===== config.mk =====
export PLATFORM = sky130hd
export DESIGN_NAME = k_combination_enumerator_unit
export DESIGN_NICKNAME = d
export VERILOG_FILES = /design/src/hw/rtl/kce_pkg.sv /design/src/hw/rtl/kce_cell.sv /design/src/hw/rtl/kce_out_skid.sv /design/src/hw/rtl/k_combination_enumerator_unit.sv
export SDC_FILE = /design/constraint.sdc
export NUM_CORES = 1
export LEC_CHECK = 0
export BUFFER_PORTS_ARGS = -buffer_cell sky130_fd_sc_hd__buf_2
export CAP_MARGIN = 20
export CORE_UTILIZATION = 30
export CTS_CLUSTER_DIAMETER = 100
export DETAILED_ROUTE_END_ITERATION = 8
export PLACE_DENSITY = 0.5
export SLEW_MARGIN = 20
export SYNTH_ARGS = -nofsm -noshare
export SYNTH_HDL_FRONTEND = slang
export SYNTH_SLANG_ARGS = --single-unit

===== constraint.sdc =====
create_clock -name clk -period 24.4 [get_ports clk]
set_input_delay 3.66 -clock clk [delete_from_list [all_inputs] [get_ports clk]]
set_output_delay 3.66 -clock clk [all_outputs]
set_load 0.03 [all_outputs]

===== src/hw/rtl/kce_pkg.sv =====
// Package of the k-combination enumerator: widths, register indexes and the
// structs passed between cells, the output buffer and the top level. No dependencies.
`default_nettype none

package kce_pkg;

	localparam int VALUE_BITS   = 6;
	localparam int PICK_BITS    = 4;
	localparam int NUM_SLOTS    = 8;
	localparam int MAX_PICK_DEF = 8;

	localparam int CFG_IDX_BITS = 1;
	localparam int CFG_DATA_W   = 6;
	localparam int IN_TDATA_W   = 8;
	localparam int OUT_TDATA_W  = NUM_SLOTS * VALUE_BITS;

	localparam logic [CFG_IDX_BITS-1:0] CFG_SET_SIZE   = 1'b0;
	localparam logic [CFG_IDX_BITS-1:0] CFG_PICK_COUNT = 1'b1;

	// Data handed from a cell to its right neighbor.
	typedef struct packed {
		logic                  fill;
		logic [VALUE_BITS-1:0] val;
	} link_t;

	// Update command common to all cells.
	typedef struct packed {
		logic load;
		logic clear;
	} cell_ctrl_t;

	// Per-cell status collected by the top level.
	typedef struct packed {
		logic grow;
		logic near;
		logic pivot;
	} cell_stat_t;

	// One result item.
	typedef struct packed {
		logic                                  valid;
		logic                                  fin;
		logic [NUM_SLOTS-1:0][VALUE_BITS-1:0]  elem;
	} res_t;

endpackage

`default_nettype wire


===== src/hw/rtl/kce_cell.sv =====
// One element cell of the enumerator chain: holds one element of the
// current combination. Depends on kce_pkg.
`default_nettype none

module kce_cell #(
	parameter int IDX = 0
) (
	input  wire logic                           clk,
	input  wire kce_pkg::cell_ctrl_t            ctrl,
	input  wire logic [kce_pkg::VALUE_BITS-1:0] n,
	input  wire logic [kce_pkg::PICK_BITS-1:0]  k,
	input  wire kce_pkg::link_t                 link_in,
	output kce_pkg::link_t                      link_out,
	input  wire logic                           grow_right_in,
	output logic                                grow_right_out,
	output kce_pkg::cell_stat_t                 stat
);
	import kce_pkg::*;

	localparam logic [PICK_BITS-1:0]  IDX_K  = PICK_BITS'(IDX);
	localparam logic [VALUE_BITS-1:0] IDX_P1 = VALUE_BITS'(IDX + 1);

	logic [VALUE_BITS-1:0] cur_q;
	logic [VALUE_BITS-1:0] limit;
	logic [VALUE_BITS-1:0] cur_inc;
	logic [VALUE_BITS-1:0] nv;
	logic                  active;
	logic                  grow;
	logic                  pivot;

	// Largest value this position may hold: n - k + 1 + IDX.
	assign active  = IDX_K < k;
	assign limit   = VALUE_BITS'(n - VALUE_BITS'(k) + IDX_P1);
	assign cur_inc = VALUE_BITS'(cur_q + VALUE_BITS'(1));
	assign grow    = active && (cur_q < limit);
	assign pivot   = grow && !grow_right_in;

	always_comb begin
		if (!active) begin
			nv = '0;
		end else if (link_in.fill) begin
			nv = VALUE_BITS'(link_in.val + VALUE_BITS'(1));
		end else if (pivot) begin
			nv = cur_inc;
		end else begin
			nv = cur_q;
		end
	end

	assign link_out.fill  = link_in.fill | pivot;
	assign link_out.val   = nv;
	assign grow_right_out = grow_right_in | grow;
	assign stat.grow      = grow;
	assign stat.near      = active && (cur_inc == limit);
	assign stat.pivot     = pivot;

	always_ff @(posedge clk) begin
		if (ctrl.clear) begin
			cur_q <= '0;
		end else if (ctrl.load) begin
			cur_q <= nv;
		end
	end

endmodule

`default_nettype wire


===== src/hw/rtl/kce_out_skid.sv =====
// Two-entry output buffer of the enumerator: main register plus skid register,
// so the input side keeps a registered ready. Depends on kce_pkg.
`default_nettype none

module kce_out_skid (
	input  wire logic          clk,
	input  wire logic          arst_n,
	input  wire logic          push,
	output logic               push_ready,
	input  wire kce_pkg::res_t push_res,
	output logic               out_valid,
	input  wire logic          out_ready,
	output kce_pkg::res_t      out_res
);
	import kce_pkg::*;

	logic main_vld_q;
	logic skid_vld_q;
	res_t main_q;
	res_t skid_q;

	assign push_ready = !skid_vld_q;
	assign out_valid  = main_vld_q;
	assign out_res    = main_q;

	always_ff @(posedge clk or negedge arst_n) begin
		if (!arst_n) begin
			main_vld_q <= 1'b0;
			skid_vld_q <= 1'b0;
		end else if (out_ready || !main_vld_q) begin
			if (skid_vld_q) begin
				main_vld_q <= 1'b1;
				skid_vld_q <= 1'b0;
			end else begin
				main_vld_q <= push;
			end
		end else if (push) begin
			skid_vld_q <= 1'b1;
		end
	end

	always_ff @(posedge clk) begin
		if (out_ready || !main_vld_q) begin
			if (skid_vld_q) begin
				main_q <= skid_q;
			end else if (push) begin
				main_q <= push_res;
			end
		end else if (push && !skid_vld_q) begin
			skid_q <= push_res;
		end
	end

endmodule

`default_nettype wire


===== src/hw/rtl/k_combination_enumerator_unit.sv =====
// Top level of the k-combination enumerator: configuration registers, the
// chain of element cells and the output buffer. Depends on kce_pkg, kce_cell
// and kce_out_skid.
//
//   channel   dir  handshake              payload
//   s_axis    in   tvalid/tready          tdata[0] restart, tdata[7:1] zero
//   m_axis    out  tvalid/tready          tdata elem_0..elem_7, tuser valid_res,
//                                         tlast final_res
//   cfg       in   cfg_we (no wait)       cfg_index, cfg_wdata
//
// One request per cycle while s_axis_tready is high: a request is turned into
// its combination in the cycle it is transferred, by one pass through the cell
// chain (rightmost growable cell found on the right-to-left chain, refill on the
// left-to-right chain), and the result is registered in the output buffer.
// Reset clears the control flags and loads the register defaults n=4, k=2.
// s_axis_tready drops only when both output buffer entries are full.
`default_nettype none

module k_combination_enumerator_unit #(
	parameter int MAX_PICK = kce_pkg::MAX_PICK_DEF
) (
	input  wire logic                             clk,
	input  wire logic                             arst_n,
	input  wire logic                             s_axis_tvalid,
	output logic                                  s_axis_tready,
	input  wire logic [kce_pkg::IN_TDATA_W-1:0]   s_axis_tdata,  // [0] restart
	output logic                                  m_axis_tvalid,
	input  wire logic                             m_axis_tready,
	output logic [kce_pkg::OUT_TDATA_W-1:0]       m_axis_tdata,  // elem_0 .. elem_7
	output logic                                  m_axis_tuser,  // valid_res
	output logic                                  m_axis_tlast,  // final_res
	input  wire logic                             cfg_we,
	input  wire logic [kce_pkg::CFG_IDX_BITS-1:0] cfg_index,
	input  wire logic [kce_pkg::CFG_DATA_W-1:0]   cfg_wdata
);
	import kce_pkg::*;

	logic [VALUE_BITS-1:0] set_size_q;
	logic [PICK_BITS-1:0]  pick_count_q;
	logic                  started_q;

	logic                  acc;
	logic                  restart_eff;
	logic                  pick_ok;
	logic                  res_valid;
	logic                  res_final;
	logic                  final_next;
	cell_ctrl_t            ctrl;
	res_t                  res;

	link_t                 link  [MAX_PICK+1];
	logic [MAX_PICK:0]     grow_r;
	logic [MAX_PICK-1:0]   grow_vec;
	logic [MAX_PICK-1:0]   near_vec;
	logic [MAX_PICK-1:0]   pivot_vec;
	cell_stat_t            stat  [MAX_PICK];
	res_t                  out_res;

	assign acc = s_axis_tvalid && s_axis_tready;

	// A request before any restart, or after a register write, starts anew.
	assign restart_eff = s_axis_tdata[0] || !started_q;
	assign pick_ok     = (pick_count_q <= PICK_BITS'(MAX_PICK))
		&& (VALUE_BITS'(pick_count_q) <= set_size_q);

	// Configuration writes; each one also drops the running enumeration.
	always_ff @(posedge clk or negedge arst_n) begin
		if (!arst_n) begin
			set_size_q   <= VALUE_BITS'(4);
			pick_count_q <= PICK_BITS'(2);
			started_q    <= 1'b0;
		end else if (cfg_we) begin
			started_q <= 1'b0;
			case (cfg_index)
				CFG_SET_SIZE: begin
					set_size_q <= cfg_wdata[VALUE_BITS-1:0];
				end
				CFG_PICK_COUNT: begin
					pick_count_q <= cfg_wdata[PICK_BITS-1:0];
				end
				default: begin
				end
			endcase
		end else if (acc) begin
			started_q <= 1'b1;
		end
	end

	// Cell chain: fill enters from the left on restart, grow runs right to left.
	assign link[0].fill      = restart_eff;
	assign link[0].val       = '0;
	assign grow_r[MAX_PICK]  = 1'b0;

	generate
		for (genvar i = 0; i < MAX_PICK; i++) begin : g_cell
			kce_cell #(
				.IDX (i)
			) u_cell (
				.clk            (clk),
				.ctrl           (ctrl),
				.n              (set_size_q),
				.k              (pick_count_q),
				.link_in        (link[i]),
				.link_out       (link[i+1]),
				.grow_right_in  (grow_r[i+1]),
				.grow_right_out (grow_r[i]),
				.stat           (stat[i])
			);
			assign grow_vec[i]  = stat[i].grow;
			assign near_vec[i]  = stat[i].near;
			assign pivot_vec[i] = stat[i].pivot;
		end
	endgenerate

	// The step yields the last combination when the pivot is the only
	// growable cell and it reaches its limit with this increment.
	assign final_next = (|(pivot_vec & near_vec)) && (grow_vec == pivot_vec);

	// The first combination is also the last when k equals n or the pick is empty.
	always_comb begin
		if (restart_eff) begin
			res_valid = pick_ok;
			res_final = pick_ok && ((pick_count_q == '0)
				|| (VALUE_BITS'(pick_count_q) == set_size_q));
		end else begin
			res_valid = pick_ok && grow_r[0];
			res_final = pick_ok && grow_r[0] && final_next;
		end
	end

	// Load the cells on a good step; clear them on a restart that gives nothing.
	assign ctrl.load  = acc && res_valid;
	assign ctrl.clear = acc && restart_eff && !pick_ok;

	always_comb begin
		res.valid = res_valid;
		res.fin   = res_final;
		res.elem  = '0;
		for (int s = 0; s < MAX_PICK; s++) begin
			res.elem[s] = res_valid ? link[s+1].val : '0;
		end
	end

	kce_out_skid u_out (
		.clk        (clk),
		.arst_n     (arst_n),
		.push       (acc),
		.push_ready (s_axis_tready),
		.push_res   (res),
		.out_valid  (m_axis_tvalid),
		.out_ready  (m_axis_tready),
		.out_res    (out_res)
	);

	assign m_axis_tdata = out_res.elem;
	assign m_axis_tuser = out_res.valid;
	assign m_axis_tlast = out_res.fin;

endmodule

`default_nettype wire


==> impl_results.md <==
- Count leader, synth: nand2_1
- Initial Util: 30.73%
- PD cells: 97.34 mW/mm2
- Number of synthesized register bits: 161
- Sink Count: 161
- Mapped Area: 0.01168 mm2
- Combinational share of power: 49.8%
- Min-Delay Endpoint: g_cell[5].u_cell.cur_q[0]
- Total GRT Usage: 16.90%
- Setup TNS: 0 ns
- Pre-antenna DRT Iters: 5
- Ys async rst share: 8.075%
- Required @ worst endpoint: 24.55 ns
- Crit Reg-Reg Startpoint: pick_count_q[0]
- Chip height: 199.4 um
- DRT Wirelength: 32,770 um
- Cell taking the most area after synthesis: edfxtp_1
- DRC violation count after routing: 0
- CTS resizes: 0
- Max cap viols: 0
- Clock latency on the worst-skew pair: 0.44 ns
- DR WL met3: 1711 um
- H-tree depth: 4
- Crit-path most repeated cell: ha_1
- First-pass GRT wire length: 52,130 um
- Layout area overhead: 11.77%
- Post-route ant nets: 0
- Dominant synthesized flop cell: edfxtp_1
- Die ar.: 0.03974 mm2
- Synth top cells by count: nand2_1, nor2_1, edfxtp_1
- Placed cell areas: 0.01249 mm2
- Post-synth EDFFs: 100
- DR top layer: met5
- Final cycle utilization of the critical path: 51.84%
- Area contributors post-synth: edfxtp_1, ha_1, dfxtp_1
- Capturing point of the worst reg2reg path: u_out.out_res[47]
- Final instance area: 0.01306 mm2
- Clock power frac: 21.0%
- Root Driver: clkbuf_16
- P_int: 715.7 uW
- FF-to-FF setup slack: 11.75 ns
- Pin count of the biggest net entering global routing: 70
- Iteration-0 DRC count of the detailed router: 674
- Fmax: 79.06 MHz
- Cts bufs inserted: 17
- Yosys cell types: 91
- # hold bufs at CTS: 0
- GPL Wtd Cong: 0.8821
- Final-report setup violation count: 0
- GR Overflow Total: 0
- YS warnings: 0
- Cells after Synth: 1,277
- Skew final: 0.01277 ns
- DP Worst Slack: 11.93 ns
- Sequential share of power: 29.2%
- Met2 routed WL: 14,280 um
- Critical Path End Type: register
- R2r worst-path depth: 41
- NetSw: 555.6 uW
- Pin slew with the least headroom to its limit: 0.8866 ns
- Final hold vios: 0
- Power, Total: 1.271 mW
- Die Wd: 199.4 um
- CTS tree: done
- I/O pins: 72
- Switching share of total power: 43.70%
- Vias in the first global route: 8,959
- M1 WL: 16,440 um
- Rows: 71
- Worst Hold Class: register to register
- Wire length per cell: 17.84 um
- DP HPWL: 24,190 um
- Peak supply drop: 0.00005193 V
- Setup slack after layout: 11.75 ns
- Initial antenna violation count: 3
- IO Port Bufs: 64
- Clock slew at reported path FFs: 0.07 ns
- Leakage: 4.834 nW
- Hold slack: 0.5076 ns
- Setup Fix Bufs, Post-CTS: 0
- Worst Path Max Fanout: 24
- Slew headroom: 40.67%
- CP startpoint kind: register
- Share of the synthesized area in the top cell type: 25.70%
- Avg Inst Size Synth: 9.150 um2
- Share of layout cells above drive strength 1: 15.31%
- Hold Startpoint: g_cell[5].u_cell.cur_q[0]
- Crit-path max cell delay: 0.71 ns
- Pins Over Slew Limit: 0
- Fillcell total: 4,012
- Clock Tree Buf Depth: 2
- Placeable Area: 0.03802 mm2
- Kind of critical path: register to register
- Sequential fraction of the synthesis area: 36.73%
- Critical path's slowest cell: nand4_2
- ANT cells: 0
- Synth Net Count: 1,376
- Period minus WS final: 12.65 ns
- RSZ-0062 raised after global routing: no
- Final nets: 1,412
- Status: finished clean
- Hold Crit Depth: 2
- Worst EP arrival: 12.80 ns
- Via count: 9,519
- Vias/cell: 5.182
## critical path: cells and delay by family (launching register included)
kind	cells	cell delay, ns
XOR/XNOR	4	1.14
flip-flops	1	0.59
multiplexers	1	0.10
adder cells (fa/ha/maj)	10	3.26
buffers and inverters	3	0.31
AO/OA/AOI/OAI	11	4.58
AND/OR/NAND/NOR	12	2.35
## through the flow
step                      util (%)  instances
after floorplan                  -       1277
after global placement       32.86       1805
after detailed placement     32.86       1805
after CTS                    34.33       1837
after global routing         34.35       1837
final                        34.35       1837
## sequential cells by signal (all words and copies together) (netlist names)
name                 cells
set_size_q               6
started_q                1
g_cell.u_cell.cur_q     48
u_out.out_valid          1
u_out.out_res           50
u_out.skid_q            50
u_out.skid_vld_q         1
pick_count_q             4
## layout make-up
class	instances	area [um2]	share of cell area (%)
Multi-Input combinational cell	1014	6979	53.44
Timing Repair Buffer	80	440.4	3.372
Tap cell	511	639.4	4.896
Inverter	39	146.4	1.121
Clock buffer	19	432.9	3.315
Sequential cell	161	4293	32.87
Clock inverter	13	128.9	0.9868
## cell usage in the layout (no fill, tap or decap), drive strengths merged, types with 10 or more instances in the layout
master	count
mux2	30
dfxtp	48
and3	10
inv	41
mux2i	16
edfxtp	100
clkbuf	19
nand3	37
nand4	17
nor3	29
nor2	144
xor2	39
ha	78
nor4	21
a21oi	87
and2	24
dfrtp	11
o21ai	30
or2	13
nand2b	15
nand2	150
a31oi	14
xnor2	95
o31ai	37
a211oi	17
buf	80
## worst max path at each step
stage	start	end	slack, ns	cells past startpoint
after floorplan	pick_count_q[1]	u_out.skid_q[47]	14.67	47
after global placement	pick_count_q[0]	u_out.out_res[47]	11.99	41
final	pick_count_q[0]	u_out.out_res[47]	11.75	41
after CTS	pick_count_q[0]	u_out.out_res[47]	11.89	41
after detailed placement	pick_count_q[0]	u_out.out_res[47]	11.93	41
after global routing	pick_count_q[0]	u_out.out_res[47]	10.87	42
## layer usage
| layer | GRT usage [%] | vias up |
|---|---|---|
| met5 | 0 | - |
| met4 | 3.958 | 6 |
| met3 | 2.464 | 31 |
| met2 | 25.93 | 255 |
| met1 | 24.74 | 4544 |
| li1 | - | 4683 |
## logic make-up after synthesis
kind of cell | after synthesis | synth area share, %
XOR/XNOR | 134 | 10.17
AO/OA/AOI/OAI | 259 | 16.14
adder cells (fa/ha/maj) | 79 | 8.523
multiplexers | 46 | 4.326
flip-flops | 161 | 36.73
AND/OR/NAND/NOR | 496 | 20.42
buffers and inverters | 102 | 3.694
## power by group through the flow
| stage | clock (mW) | sequential (mW) | combinational [mW] |
|---|---|---|---|
| final | 0.267 | 0.371 | 0.633 |
| after global routing | 0.282 | 0.376 | 0.705 |
| after CTS | 0.273 | 0.370 | 0.633 |
| after detailed placement | 0 | 0.376 | 0.628 |
| after global placement | 0 | 0.375 | 0.621 |
| after floorplan | 0 | 0.381 | 0.466 |
Note: power is estimated with default switching activity, not from simulation.
